### src/design/fims_fifo.sv
`timescale 1ns / 1ps
// fims_fifo: two-entry request queue between front and back
// no package dependencies

module fims_fifo #(
  parameter int DW = 8
) (
  input  logic          clk,
  input  logic          rst_n,
  input  logic          push,
  input  logic [DW-1:0] din,
  output logic          full,
  input  logic          pop,
  output logic          nonempty,
  output logic [DW-1:0] dout
);

  localparam logic [1:0] FULL_CNT = 2'd2;

  logic [DW-1:0] mem_r [2];
  logic          wp_r, rp_r;
  logic [1:0]    cnt_r;

  assign full     = (cnt_r == FULL_CNT);
  assign nonempty = (cnt_r != 2'd0);
  assign dout     = mem_r[rp_r];

  always_ff @(posedge clk) begin
    if (!rst_n) begin
      wp_r  <= 1'b0;
      rp_r  <= 1'b0;
      cnt_r <= 2'd0;
    end else begin
      if (push) wp_r <= ~wp_r;
      if (pop)  rp_r <= ~rp_r;
      if (push && !pop)      cnt_r <= cnt_r + 2'd1;
      else if (pop && !push) cnt_r <= cnt_r - 2'd1;
    end
  end

  always_ff @(posedge clk) begin
    if (push) mem_r[wp_r] <= din;
  end

`ifndef SYNTHESIS
  a_no_overflow: assert property (@(posedge clk) disable iff (!rst_n)
    push |-> (cnt_r != FULL_CNT))
    else $error("request queue written while full");
  a_no_underflow: assert property (@(posedge clk) disable iff (!rst_n)
    pop |-> (cnt_r != 2'd0))
    else $error("request queue read while empty");
`endif

endmodule

### config.mk
export PLATFORM = sky130hd
export DESIGN_NAME = fims_fifo
export DESIGN_NICKNAME = d
export VERILOG_FILES = /design/src/design/fims_fifo.sv
export SDC_FILE = /design/constraint.sdc
export NUM_CORES = 1
export LEC_CHECK = 0
export BUFFER_PORTS_ARGS = -buffer_cell sky130_fd_sc_hd__buf_2
export CORE_MARGIN = 2
export CORE_UTILIZATION = 30
export CTS_CLUSTER_DIAMETER = 150
export DETAILED_ROUTE_END_ITERATION = 16
export PLACE_DENSITY = 0.62
export SKIP_CTS_REPAIR_TIMING = 1
export SLEW_MARGIN = 10
export SYNTH_ARGS = -nofsm -noshare
export SYNTH_HDL_FRONTEND = slang
export SYNTH_SLANG_ARGS = --single-unit
### constraint.sdc
create_clock -name clk -period 1.9 [get_ports clk]
set_input_delay 0.19 -clock clk [delete_from_list [all_inputs] [get_ports clk]]
set_output_delay 0.19 -clock clk [all_outputs]
set_load 0.01 [all_outputs]
* Yosys cells after proc, flatten, opt, wreduce, memory -nomap -nowiden
Memory sizes are Yosys's and may differ from the RTL's. A register that Yosys moved wholly into a read port is not among the register bits. Index checks and enable logic that the tools add are counted.
Word-level totals: flip-flop bits (word level) 4, bits in latches 0, bits in writable memories 16, bits in read-only memories 0, input bits 12, word-level logic and storage cells 21, memories 1
Memory list:
- mem_r | depth 2, bits a word 8, rd ports 1, clocked after Yosys merged registers in 1, write ports 1, RTL line 20 | logic [DW-1:0] mem_r [2];
Operators by class: add/sub/neg operators 2, multiply operators 0, div/mod/pow operators 0, order comparisons 0, equal/unequal tests 1, shift operators 0, muxes and demuxes 6, bitwise gates (word level) 2, reductions and logical operators 6
Operators with widths (number):
- $mux W1 | 4
- $mux W2 | 2
- $reduce_bool A2 Y1 | 2
- $add A2 B1 Y2 const B | 1
- $eq A2 B2 Y1 const B | 1
- $logic_and A1 B1 Y1 | 2
- $logic_not A1 Y1 | 2
- $not A1 Y1 | 2
- $sub A2 B1 Y2 const B | 1

* Longest topological paths before layout
depth after elaboration 4, gate-level depth with buffers 5, gate-level depth less buffers 5

* Worst setup path after synthesis
Ideal clock, no wire load.
path type reg-to-reg, from register wp_r, to memory mem_r[0][0], enable pin, arrival time 0.730 ns, setup slack 0.796 ns, stages on the path, launching flop included 2, buffers on the path 0, cells stage by stage dfxtp_1 nor2b_1
RTL lines:
- start, declared | RTL line 21 | logic wp_r, rp_r;
- start signal, assigned | RTL line 34 | if (push) wp_r <= ~wp_r;
- end, declared | RTL line 20
No word-level cell before the write port.

==> impl_metrics.tcl <==
set metrics [dict create \
    dp_hpwl_um 972 \
    p_leak_nw 0.386 \
    root_buffer "clkbuf_4" \
    synth_cell_type_count 16 \
    rsz0062_at_grt "no" \
    max_cap_violations 0 \
    port_buffers 21 \
    n_antenna_cell 0 \
    route.detailed.drc 0 \
    worstMarginPinSlew_ps 373 \
    antenna_found_initial 0 \
    placed_area_um2 942 \
    path_cells "mux2_2, buf_2" \
    core_mm2 0.00250 \
    crit_type "flip-flop to output port" \
    critPathSlowestCell "dfxtp_1" \
    ys.warnings.count 0 \
    synthToLayoutAreaGrowth_pct 21.5 \
    finalCriticalPeriod_ps 1550 \
    fmax_ghz 0.646 \
    first_global_vias 490 \
    num_io_pins 22 \
    finalHoldViolCount 0 \
    wl_per_cell_um 12.3 \
    powerDensity_mw_per_mm2 892 \
    synth_top_area_frac 0.603 \
    num_vias 445 \
    synth_commonest_cells "16 x edfxtp_1, 8 x mux2_2, 5 x dfxtp_1" \
    clkLatencyLatePin_ps 290 \
    synth_area_um2 797 \
    seq_area_frac_synth 0.728 \
    ys_top_cells_by_area "edfxtp_1 60%, dfxtp_1 13%, mux2_2 11%" \
    crit_arrival_ps 1360 \
    design_area_um2 968 \
    initial_utilization 0.319 \
    core.rowCount 18 \
    holdCritPathClass "input port to flip-flop" \
    drive_above_1_share 0.486 \
    crit_required_ps 1710 \
    via_per_inst 4.36 \
    cts_inserted_buffers 3 \
    clkSinkCount 21 \
    die_x_um 55.5 \
    ys_async_sr_fraction 0 \
    status "complete, no violations" \
    layout.nets 86 \
    syn_inst 47 \
    grt_first_pass_wirelength_um 2080 \
    maxSlewViolCount 0 \
    syn_area_per_cell_um2 17.0 \
    die_h_um 55.5 \
    fin_setup_tns_ps 0 \
    ant_nets 0 \
    gp_congestion 0.642 \
    peakVddDrop_mv 0.384 \
    firstDrtPassIters 3 \
    fillers 254 \
    design.die.area_mm2 0.00309 \
    path_max_fanout 8 \
    cp-end-kind "output port" \
    synth.most_common_cell "edfxtp_1" \
    cts_max_level 1 \
    grt_use_total 0.0897 \
    cts_buffer_depth 2 \
    syn-num-nets 60 \
    slew_headroom 0.751 \
    critPathLaunchType "flip-flop" \
    slowest_delay_ps 550 \
    drtIter0Drc 18 \
    ys_ff_latch 21 \
    grt_max_degree 12 \
    grt-ovfl-total 0 \
    wirelength_um 1250 \
    yosysTopAreaCell "edfxtp_1" \
    clk_pin_slew_worst_paths_ps 110 \
    finalSetupViolations 0 \
    period_share 0.815 \
    ys.flop_type "edfxtp_1" \
    crit_family "flip-flops" \
    cts_tree "yes" \
    skew_ps 1.38 \
    crit_buf_inv 1 \
    synth_enable_flop_cells 16 \
]
[cell families after synthesis]
family	count (synthesis)	synth area share
DFF	21	0.728
buffers and inverters	2	0.0110
xor gates and xnor gates	3	0.0330
and+or+nand+nor	9	0.0738
AOI/OAI and AO/OA	3	0.0251
muxes	8	0.113
adders and majority gates	1	0.0157
[per-stage QoR]
stage | setup slack [ps] | std cells | utilization | total power, mW | hold slack, ps
after floorplan | 796 | 47 | - | 0.625 | 289
after global placement | 671 | 98 | 0.377 | 0.672 | 380
after detailed placement | 641 | 98 | 0.377 | 0.678 | 385
after CTS | 310 | 102 | 0.387 | 0.884 | 70.6
after global routing | 237 | 102 | 0.387 | 0.913 | 68.3
final | 351 | 102 | 0.387 | 0.864 | 85.1
[power breakdown]
part / switching, mW / internal [mW] / total (mW)
clock network: 0.119 / 0.0815 / 0.201
registers: 0.0180 / 0.525 / 0.543
logic: 0.0531 / 0.0671 / 0.120
[cell type report]
class                           count  area (um^2)  share of cell area
Tap cell                           30         37.5              0.0388
Timing Repair Buffer               22          113               0.116
Sequential cell                    21          581               0.599
Inverter                            1         3.75             0.00388
Clock buffer                        4         26.3              0.0271
Multi-Input combinational cell     24          208               0.214
[path summary, 6_finish.rpt]
| check | startpoint | end | slack [ps] | depth (start not counted) |
|---|---|---|---|---|
| max | flip-flop | dout[7] | 350 | 2 |
| min | din[3] | mem_r[1][3] | 90 | 1 |
| max reg2reg | wp_r | mem_r[1][6] | 850 | 1 |
| min reg2reg | cnt_r[1] | cnt_r[1] | 510 | 2 |
[registers in the layout, summed over array words and instances (netlist names), named ones only]
signal  flops
cnt_r       2
rp_r        1
mem_r      16
wp_r        1
[routing by layer]
layer | track usage | routed length (um) | share of wire | vias to the layer above
met3 | 0.0422 | 118 | 0.094 | 0
met4 | 0.0314 | 0 | 0 | 0
met1 | 0.101 | 514 | 0.41 | 209
met2 | 0.148 | 617 | 0.49 | 17
met5 | 0 | 0 | 0 | -
li1 | - | - | - | 219
[placed cells by master (no fill, tap or decap), types with 2 or more instances in the layout]
cell type,instances
and2_1,4
buf_2,21
clkbuf_4,3
dfxtp_1,5
edfxtp_1,16
mux2_2,8
nor2b_1,2
xor2_1,2
Note: power is estimated with default switching activity, not from simulation.
