File: src/design/fims_pkg.sv
`timescale 1ns / 1ps
// fims_pkg: types and constants shared by the flow inverse max splat core
// no dependencies

package fims_pkg;

  localparam int NUM_CORNERS = 4;
  localparam int DIM_W       = 8;
  localparam int COORD_W     = 12;
  localparam int FLOW_W      = 16;
  localparam int SCORE_W     = 24;
  localparam int PIX_W       = 14;
  localparam int CFG_IDX_W   = 1;

  typedef logic signed [COORD_W-1:0] coord_t;
  typedef logic signed [FLOW_W-1:0]  flow_t;
  typedef logic signed [SCORE_W-1:0] score_t;
  typedef logic [DIM_W-1:0]          dim_t;
  typedef logic [1:0]                corner_t;

  // request function codes
  localparam logic FUNC_SPLAT = 1'b0;
  localparam logic FUNC_READ  = 1'b1;

  // configuration register indexes
  localparam logic [CFG_IDX_W-1:0] CFG_IDX_WIDTH  = 1'b0;
  localparam logic [CFG_IDX_W-1:0] CFG_IDX_HEIGHT = 1'b1;
  localparam dim_t CFG_DIM_RESET = 8'd128;

  // corner slots
  localparam corner_t CORNER_TL = 2'd0;
  localparam corner_t CORNER_TR = 2'd1;
  localparam corner_t CORNER_BR = 2'd2;
  localparam corner_t CORNER_BL = 2'd3;

  localparam flow_t  FLOW_MIN    = 16'sh8000;
  localparam flow_t  FLOW_MAX    = 16'sh7fff;
  // -10000.0 in Q15.8
  localparam score_t RESET_SCORE = -24'sd2560000;

  typedef struct packed {
    flow_t  fx;
    flow_t  fy;
    score_t score;
  } slot_t;

  localparam slot_t RESET_SLOT = '{fx: '0, fy: '0, score: RESET_SCORE};

  // classified request handed from front to back
  typedef struct packed {
    logic                         rd;
    logic                         in_image;
    score_t [NUM_CORNERS-1:0]     score;
    flow_t                        fx;
    flow_t                        fy;
  } cmd_t;

  typedef enum logic [1:0] {
    S_CLEAR,
    S_IDLE,
    S_SPLAT,
    S_EMIT
  } state_t;

  // coordinate lies in 0..lim-1
  function automatic logic coord_ok(input coord_t c, input dim_t lim);
    return !c[COORD_W-1] && (c[COORD_W-2:0] < {3'b000, lim});
  endfunction

endpackage

File: src/design/fims_front.sv
`timescale 1ns / 1ps
// fims_front: configuration registers, bounds test and address generation
// depends on fims_pkg

module fims_front #(
  parameter int MAX_WIDTH  = 128,
  parameter int MAX_HEIGHT = 128,
  parameter int AW         = 14
) (
  input  logic                                        clk,
  input  logic                                        rst_n,
  input  logic                                        cfg_valid,
  output logic                                        cfg_ready,
  input  logic [fims_pkg::CFG_IDX_W-1:0]              cfg_index,
  input  logic [fims_pkg::DIM_W-1:0]                  cfg_data,
  input  logic                                        in_func,
  input  logic signed [fims_pkg::COORD_W-1:0]         in_left_x,
  input  logic signed [fims_pkg::COORD_W-1:0]         in_right_x,
  input  logic signed [fims_pkg::COORD_W-1:0]         in_top_y,
  input  logic signed [fims_pkg::COORD_W-1:0]         in_bottom_y,
  input  logic signed [fims_pkg::SCORE_W-1:0]         in_score_top_left,
  input  logic signed [fims_pkg::SCORE_W-1:0]         in_score_top_right,
  input  logic signed [fims_pkg::SCORE_W-1:0]         in_score_bottom_right,
  input  logic signed [fims_pkg::SCORE_W-1:0]         in_score_bottom_left,
  input  logic signed [fims_pkg::FLOW_W-1:0]          in_motion_x,
  input  logic signed [fims_pkg::FLOW_W-1:0]          in_motion_y,
  input  logic [fims_pkg::PIX_W-1:0]                  in_read_pixel,
  output logic                                        keep_o,
  output fims_pkg::cmd_t                              cmd_o,
  output logic [fims_pkg::NUM_CORNERS-1:0][AW-1:0]    addr_o
);
  import fims_pkg::*;

  localparam int CW = (AW > 16) ? AW : 16;
  localparam logic [11:0] MAXW = 12'(MAX_WIDTH);
  localparam logic [11:0] MAXH = 12'(MAX_HEIGHT);

  dim_t width_r, height_r;
  dim_t w_eff, h_eff;
  logic bounds_ok, rd_in_image, is_read;
  logic [15:0] top_row, bot_row, area;
  logic [CW-1:0] a_tl, a_tr, a_br, a_bl, a_rd;

  assign cfg_ready = 1'b1;

  always_ff @(posedge clk) begin
    if (!rst_n) begin
      width_r  <= CFG_DIM_RESET;
      height_r <= CFG_DIM_RESET;
    end else if (cfg_valid) begin
      unique case (cfg_index)
        CFG_IDX_WIDTH:  width_r  <= cfg_data;
        CFG_IDX_HEIGHT: height_r <= cfg_data;
        default: ;
      endcase
    end
  end

  // zero acts as one, above the maximum clamps to it
  always_comb begin
    w_eff = width_r;
    if (width_r == '0) w_eff = 8'd1;
    else if ({4'b0000, width_r} > MAXW) w_eff = MAXW[7:0];
    h_eff = height_r;
    if (height_r == '0) h_eff = 8'd1;
    else if ({4'b0000, height_r} > MAXH) h_eff = MAXH[7:0];
  end

  assign bounds_ok = coord_ok(in_left_x, w_eff) && coord_ok(in_right_x, w_eff) &&
                     coord_ok(in_top_y, h_eff) && coord_ok(in_bottom_y, h_eff);

  assign top_row = {8'b0, in_top_y[7:0]} * {8'b0, w_eff};
  assign bot_row = {8'b0, in_bottom_y[7:0]} * {8'b0, w_eff};
  assign area    = {8'b0, w_eff} * {8'b0, h_eff};

  assign a_tl = CW'(top_row) + CW'(in_left_x[7:0]);
  assign a_tr = CW'(top_row) + CW'(in_right_x[7:0]);
  assign a_br = CW'(bot_row) + CW'(in_right_x[7:0]);
  assign a_bl = CW'(bot_row) + CW'(in_left_x[7:0]);
  assign a_rd = CW'(in_read_pixel);

  assign rd_in_image = {2'b00, in_read_pixel} < area;
  assign is_read     = (in_func == FUNC_READ);
  assign keep_o      = is_read || bounds_ok;

  always_comb begin
    cmd_o.rd       = is_read;
    cmd_o.in_image = is_read ? rd_in_image : 1'b1;
    cmd_o.score[CORNER_TL] = in_score_top_left;
    cmd_o.score[CORNER_TR] = in_score_top_right;
    cmd_o.score[CORNER_BR] = in_score_bottom_right;
    cmd_o.score[CORNER_BL] = in_score_bottom_left;
    // negated flow, saturating the most negative code
    cmd_o.fx = (in_motion_x == FLOW_MIN) ? FLOW_MAX : -in_motion_x;
    cmd_o.fy = (in_motion_y == FLOW_MIN) ? FLOW_MAX : -in_motion_y;
    if (is_read) begin
      addr_o[CORNER_TL] = a_rd[AW-1:0];
      addr_o[CORNER_TR] = a_rd[AW-1:0];
      addr_o[CORNER_BR] = a_rd[AW-1:0];
      addr_o[CORNER_BL] = a_rd[AW-1:0];
    end else begin
      addr_o[CORNER_TL] = a_tl[AW-1:0];
      addr_o[CORNER_TR] = a_tr[AW-1:0];
      addr_o[CORNER_BR] = a_br[AW-1:0];
      addr_o[CORNER_BL] = a_bl[AW-1:0];
    end
  end

endmodule

File: config.mk
export PLATFORM = sky130hd
export DESIGN_NAME = fims_front
export DESIGN_NICKNAME = d
export VERILOG_FILES = /design/src/design/fims_pkg.sv /design/src/design/fims_front.sv
export SDC_FILE = /design/constraint.sdc
export NUM_CORES = 1
export LEC_CHECK = 0
export BUFFER_PORTS_ARGS = -buffer_cell sky130_fd_sc_hd__buf_2
export CAP_MARGIN = 20
export CORE_AREA = 2 2 235 121
export DETAILED_ROUTE_END_ITERATION = 10
export DIE_AREA = 0 0 237 123
export PLACE_DENSITY = 0.74
export SYNTH_ARGS = -nofsm -noshare
export SYNTH_HDL_FRONTEND = slang
export SYNTH_SLANG_ARGS = --single-unit
File: constraint.sdc
create_clock -name clk -period 13.9 [get_ports clk]
set_input_delay 2.78 -clock clk [delete_from_list [all_inputs] [get_ports clk]]
set_output_delay 2.78 -clock clk [all_outputs]
set_load 0.02 [all_outputs]
* Word level (Yosys, flattened, before mapping)
Index checks and enable logic that the tools add are counted.
** Operators by class
- Add/subtract/negate cells :: 6
- $mul :: 3
- Order comparisons :: 7
- Eq/ne operators :: 2
- Muxes and demuxes :: 8
- Bitwise operators :: 1
- Reductions and logical operators :: 16
** Operator list (count)
- 14-bit by 8-bit adder with 14-bit output :: 4
- 56-bit two-way mux :: 1
- 11-bit by 8-bit less-than comparator with 1-bit output :: 4
- 16-bit == test, second input constant :: 2
- 16-bit two-way mux :: 2
- 8-bit two-way mux :: 4
- 16-bit negator :: 2
- 8-bit by 8-bit multiplier with 14-bit output :: 2
- 8-bit > comparator, second input constant :: 2
- 8-bit zero test :: 2
- 14-bit by 16-bit less-than comparator with 1-bit output :: 1
- 8-bit by 8-bit multiplier with 16-bit output :: 1
- 1-bit logical AND :: 7
- 1-bit zero test :: 4
- 2-bit AND reduction :: 2
- 1-bit logical OR :: 1
- 1-bit two-way mux :: 1
- 1-bit inverter :: 1
** Word-level totals
- Register bits :: 16
- Input port bits :: 203
- Output and inout bits :: 188
- Word-level logic and storage cells :: 45

* Logic depth before layout (Yosys ltp)
Gate-level depths: netlist of run 1.
- Depth in word-level cells :: 9
- Depth in mapped cells :: 25

* Worst setup path before layout of run 1
Ideal clock, no wire load.
- Path kind :: input -> output
- Start :: input in_top_y[1] (netlist bit)
- End :: output addr_o[12] (netlist bit)
- Arrival :: 7.231 ns
- Required time :: 11.120 ns
- Setup slack :: 3.889 ns
- Stages :: 16
- Path buffers :: 1
- Cells stage by stage :: and2_1 > fa_1 > fa_1 > fa_1 > inv_1 > fa_1 > inv_1 > ha_1 > buf_6 > and2b_1 > or3b_1 > nand3_2 > and2_4 > nand3_2 > or3_1 > a31oi_1
** RTL lines
- from (decl) :: RTL line fims_front.sv:19 : input logic signed [fims_pkg::COORD_W-1:0] in_top_y,
- to (decl) :: RTL line fims_front.sv:30 : output logic [fims_pkg::NUM_CORNERS-1:0][AW-1:0] addr_o

==> results by group, run 1 <==
Power
  – Total power: 0.433 mW
  – P per Cell Area: 37.0 mW/mm^2
  – Peak supply drop: 0.0361 mV
  – Leakage: 6.07 nW

Yosys
  – Ys flop type: dfxtp_1
  – Synth Area in Compound Gates: 14.3%
  – Ys async rst share: 0%
  – Mapped cell area: 0.0110 mm^2
  – Cells after synthesis: 1417
  – Largest family of logic cells by synthesized area: adder cells
  – Top cell type by total area after synthesis: fa_1
  – Yosys Warn Count: 0
  – Syn nets: 1899
  – XOR/XNOR Fraction of Synth Area: 7.14%
  – Count of state elements after synthesis: 16
  – Register area share after synthesis: 2.91%
  – Synth area leaders: fa_1, ha_1, buf_4, inv_1, and2_1
  – Synth top area share: 20.0%
  – Syn avg cell area: 7.76 um^2
  – Number of flops mapped to enable cells by yosys: 0
  – Post-synthesis mux area share: 0.182%
  – Synth Area in Simple Gates: 22.2%
  – Post-synthesis cell type count: 61
  – Area share of fa/ha/maj cells after synthesis: 39.2%

Final layout
  – Share of layout cells above drive strength 1: 15.7%
  – Layout net count: 1976
  – Register area: 320 um^2
  – Filler cells: 2742
  – Commonest non-fill, non-tap cell in the layout: buf_2
  – Area of the multi-input gates: 0.00913 mm^2
  – Area Overhead vs Synth: 6.50%
  – Final std cells w/o fill: 1855
  – Final Util: 43.1%
  – Commonest non-fill, non-tap cells in the layout: buf_2, inv_1, ha_1

Die
  – Vert. Die Dim: 123 um
  – Die ar.: 0.0292 mm^2
  – Die Span X: 237 um
  – Initial Util: 40.5%
  – Num rows: 43
  – Ports: 391
  – Core box area: 0.0272 mm^2

Clock network
  – CTS tree: built
  – TritonCTS Buffers: 3
  – Clk pin slew, worst setup/hold paths: 0.05 ns
  – Hold buffer count at cts: 0
  – Gates resized, CTS repair: 0
  – CTS Sinks: 16
  – Number of setup buffers added after CTS: 0
  – Clock Tree Buf Depth: 2
  – Worst-Skew Late Latency: 0.25 ns
  – Clk root buf: clkbuf_16
  – H-Tree Depth: 1

Critical path
  – Startpoint type of the worst setup path: primary input
  – Worst Path Required: 11.12 ns
  – WP data arrival: 7.80 ns
  – Critical path endpoint category: primary output
  – CP Max Fanout: 9
  – R2R depth: 3
  – Kind of critical path: in -> out

Timing
  – Post-route clock period utilization: 76.1%
  – Fmax: 0.0945 GHz
  – Relative slew slack: 52.7%
  – Worst slew pin tran: 0.701 ns
  – Minimum clock period: 10.58 ns
  – WHS: 0.469 ns
  – Final Setup Violations: 0
  – Post-Route Setup TNS: 0 ns
  – Final Skew: 0 ns
  – Final Hold Viols: 0
  – RSZ-0062 raised after global routing: no
  – Max Slew Vio Count: 0

Route
  – Routed WL: 34.6 mm
  – # DRC: 0
  – DR iter-0 viols: 775
  – Remaining antenna violation count: 0
  – Drt first pass iters: 5
  – WL/cell: 18.7 um
  – DR vias/cell: 5.43
  – Vias: 10100

GRT
  – Via count of the first global-routing pass: 9776
  – Global route overflow: 0
  – All-Layer GR Usage: 23.4%
  – First-pass GRT wire length: 53.6 mm
  – Largest net degree at the start of global routing: 63
  – Initial antenna violation count: 2

Worst hold path
  – Worst min path class: reg -> reg
  – Hold Path Depth: 2

Placed design
  – Placed Cells: 1849
  – RePlAce Congestion: 0.923
  – Port Buf Inserts: 197
  – Post-DP HPWL: 30.0 mm

Outcome
  – Status: complete, no violations

Flow run
  – Max-Cap Viols: 0
synthesized netlist by cell type (all sizes together) (10+ instances only):
| cell type | number |
|---|---|
| a211oi | 11 |
| nand2b | 10 |
| or3 | 10 |
| nor2b | 23 |
| a21oi | 45 |
| o21a | 15 |
| nand2 | 139 |
| nand4 | 13 |
| xor2 | 48 |
| nor2 | 98 |
| clkbuf | 31 |
| xnor2 | 40 |
| a21o | 28 |
| dfxtp | 16 |
| nor4 | 14 |
| ha | 169 |
| nand3 | 28 |
| inv | 172 |
| and2 | 93 |
| buf | 103 |
| o211ai | 13 |
| a21boi | 18 |
| o21ai | 73 |
| fa | 110 |
| nor3 | 27 |
critical path: stages:
cell	delay, ns
buf_2	0.18
nand2_1	0.10
fa_1	0.52
fa_1	0.54
inv_1	0.05
fa_1	0.53
inv_1	0.05
fa_1	0.52
inv_1	0.04
ha_1	0.38
xnor2_1	0.38
ha_1	0.28
nor3_1	0.06
nor2_1	0.19
o21a_1	0.28
nand2_1	0.10
xor2_1	0.15
a21boi_0	0.40
buf_2	0.25
registers in the layout (all words and copies together), names as in the netlist:
signal    flops
width_r       8
height_r      8
path summary, 6_finish.rpt:
path,from,end,slack [ns]
hold reg to reg,height_r[0]$_SDFFE_PN0P_,height_r[0]$_SDFFE_PN0P_,0.47
hold / removal,height_r[0]$_SDFFE_PN0P_,height_r[0]$_SDFFE_PN0P_,0.47
setup reg to reg,width_r[7]$_SDFFE_PN1P_,width_r[7]$_SDFFE_PN1P_,12.55
setup / recovery,in_top_y[0],addr_o[9],3.32
layout make-up:
cell class | count | share of cell area [%]
multi-input combinational | 1091 | 78.0
timing repair buffer | 206 | 8.99
inverter | 176 | 5.64
tap | 360 | 3.85
sequential | 16 | 2.73
clock buffer | 4 | 0.758
antenna | 2 | 0.0427
logic make-up (layout without fill, tap and decap cells):
group           after synthesis  in the layout
simple gates                480            480
buf+inv                     310            386
fa+ha+maj                   279            279
compound gates              241            241
xor+xnor                     88             88
flops                        16             16
mux                           2              2
other cells                   1              3
through the flow:
step           cell area, um^2  setup slack (ns)
5_1_grt                  11700              3.14
6_report                 11700              3.32
4_1_cts                  11700              3.47
2_1_floorplan            11000              3.89
3_5_place_dp             11600              3.48
3_3_place_gp             11600              3.59
where the power goes:
part           switching (mW)  internal, mW  leakage [nW]
logic                   0.203         0.118          5.90
clock network          0.0186        0.0438        0.0442
registers             0.00185        0.0482         0.131
total                   0.224         0.210          6.07
layer usage:
layer / vias to the layer above / routed length (um) / GRT usage, %
met5: - / 0 / 0.842
met4: 0 / 468 / 3.24
met3: 27 / 3570 / 6.88
met2: 435 / 15000 / 35.8
met1: 4863 / 15600 / 33.1
li1: 4751 / - / -
Note: power is estimated with default switching activity, not from simulation.
==> inputs of run 2 (changes only) <==
==> constraint.sdc (replaced) <==
create_clock -name clk -period 10.06 [get_ports clk]
set_input_delay 2.012 -clock clk [delete_from_list [all_inputs] [get_ports clk]]
set_output_delay 2.012 -clock clk [all_outputs]
set_load 0.02 [all_outputs]
==> run 2 against run 1 <==
Final cell count stayed put. Core utilization about the same. Combinational power increased by 39%. Sequential power up 38%. Global-route usage up 0.30 points. Hold slack better by 0.0067 ns. Highest routed layer is now met5.
==> results by group, run 2 (synthesized netlist as in run 1, its figures left out) <==
Timing
  – Final Skew: 0 ns (unchanged)
  – Post-route clock period utilization: 90.4%
  – Minimum clock period: 9.09 ns
  – Setup WS post-layout: 0.968 ns (-2.35 ns)
  – Final Hold Viols: 0 (unchanged)
  – Fmax: 0.110 GHz
  – Worst slew pin tran: 0.764 ns (+0.0625 ns)
  – Max Slew Vio Count: 0 (unchanged)
  – Post-Route Setup TNS: 0 ns (unchanged)
  – Final Setup Violations: 0 (unchanged)
  – RSZ-0062 raised after global routing: no
  – Relative slew slack: 48.7% (-4.0 points)

Worst hold path
  – Worst min path class: reg -> reg

Clock network
  – Worst-Skew Late Latency: 0.24 ns (about the same)
  – TritonCTS Buffers: 3 (unchanged)
  – Hold buffer count at cts: 0 (unchanged)
  – Clk root buf: clkbuf_16
  – Gates resized, CTS repair: 0 (unchanged)
  – H-Tree Depth: 1 (unchanged)
  – Clk pin slew, worst setup/hold paths: 0.04 ns (about the same)
  – Clock Tree Buf Depth: 2 (unchanged)
  – CTS Sinks: 16 (unchanged)
  – Number of setup buffers added after CTS: 0 (unchanged)
  – CTS tree: built

Die
  – Vert. Die Dim: 123 um (unchanged)
  – Die ar.: 0.0292 mm^2 (unchanged)
  – Ports: 391 (unchanged)
  – Initial Util: 40.5% (unchanged)
  – Die Span X: 237 um (unchanged)
  – Num rows: 43 (unchanged)
  – Core box area: 0.0272 mm^2 (unchanged)

Route
  – DR iter-0 viols: 763 (-1.5%)
  – WL/cell: 18.8 um (+0.78%)
  – # DRC: 0 (unchanged)
  – Remaining antenna violation count: 0 (unchanged)
  – DR vias/cell: 5.46 (+0.57%)
  – Vias: 10100 (+0.57%)
  – Routed WL: 34.9 mm (+0.78%)
  – Drt first pass iters: 6 (+1)

Final layout
  – Share of layout cells above drive strength 1: 15.7% (+0.056 points)
  – Commonest non-fill, non-tap cell in the layout: buf_2
  – Final std cells w/o fill: 1855 (unchanged)
  – Area Overhead vs Synth: 6.48% (about the same)
  – Commonest non-fill, non-tap cells in the layout: buf_2, inv_1, ha_1
  – Top Registers: height_r (8), width_r (8)
  – Layout net count: 1978 (+0.10%)

GRT
  – Via count of the first global-routing pass: 9881 (+1.1%)
  – First-pass GRT wire length: 54.2 mm (+1.1%)
  – Largest net degree at the start of global routing: 63 (unchanged)
  – All-Layer GR Usage: 23.7% (+0.30 points)
  – Initial antenna violation count: 3 (+1)
  – Global route overflow: 0 (unchanged)

Power
  – Total power: 0.588 mW (+36%)
  – Leakage: 6.07 nW (about the same)
  – P per Cell Area: 50.2 mW/mm^2 (+36%)
  – Peak supply drop: 0.0596 mV (+65%)

Critical path
  – Critical path endpoint category: primary output
  – Worst Path Required: 8.05 ns (-3.07 ns)
  – WP data arrival: 7.08 ns (-0.72 ns)
  – CP Max Fanout: 9 (unchanged)
  – Kind of critical path: in -> out
  – Setup slack, reg-to-reg: 8.73 ns (-3.82 ns)
  – Startpoint type of the worst setup path: primary input

Placed design
  – Placed Cells: 1851 (+0.11%)
  – Dpl ws: 1.11 ns (-2.36 ns)
  – RePlAce Congestion: 0.935 (+1.3%)
  – Post-DP HPWL: 30.3 mm (+1.1%)
  – Port Buf Inserts: 197 (unchanged)

Flow run
  – Max-Cap Viols: 0 (unchanged)

Outcome
  – Status: complete, no violations
## run 2: cell types whose count changed in the layout (fill, tap and decap cells not counted), sizes merged
cell | previous run | this run
diode | 2 | 1
clkbuf | 4 | 3
buf | 206 | 208
## run 2: worst paths after layout
path,startpoint,to,cells after the start
min reg2reg,width_r[4]$_SDFFE_PN0P_,width_r[4]$_SDFFE_PN0P_,2
max,in_top_y[0],addr_o[23],19
max reg2reg,width_r[7]$_SDFFE_PN1P_,width_r[7]$_SDFFE_PN1P_,3
min,width_r[4]$_SDFFE_PN0P_,width_r[4]$_SDFFE_PN0P_,2
## run 2: area by class of cell
| cell class | count | area [um^2] |
|---|---|---|
| Tap cell | 360 | 450 |
| Multi-Input combinational cell | 1091 | 9130 |
| Timing Repair Buffer | 208 | 1070 |
| Inverter | 176 | 661 |
| Clock buffer | 3 | 75.1 |
| Fill cell | 2743 | 15500 |
| Sequential cell | 16 | 320 |
| Antenna cell | 1 | 2.50 |
## run 2: report_power, final
group | switching (mW) | internal [mW]
sequential | 0.00260 | 0.0667
combinational | 0.282 | 0.163
clock | 0.0220 | 0.0519
total | 0.306 | 0.281
## run 2: per-layer routing
layer / track usage (%) / routed length [um] / vias to the layer above
met2: 36.2 / 15200 / 461
met5: 0.842 / 27 / -
met1: 33.9 / 15800 / 4877
met4: 3.44 / 441 / 4
met3: 6.47 / 3450 / 34
li1: - / - / 4757
## run 2: metrics by stage
stage / area (um^2) / utilization (%) / hold WS [ns]
2_1_floorplan: 11000 / - / 0.443
5_1_grt: 11700 / 43.1 / 0.493
4_1_cts: 11700 / 43.1 / 0.480
3_5_place_dp: 11600 / 42.8 / 0.473
6_report: 11700 / 43.1 / 0.476
3_3_place_gp: 11600 / 42.8 / 0.466
## run 2: critical path, stage by stage
cell and delay (ns):
buf_2 0.19, nand2_1 0.10, fa_1 0.52, fa_1 0.54, inv_1 0.05, fa_1 0.53
inv_1 0.06, fa_1 0.54, inv_1 0.05, ha_1 0.38, xnor2_1 0.35, ha_1 0.25
nor3_1 0.06, nor2_1 0.20, o21a_1 0.30, nand2_1 0.11, xor2_1 0.15, a21boi_0 0.41
buf_2 0.25
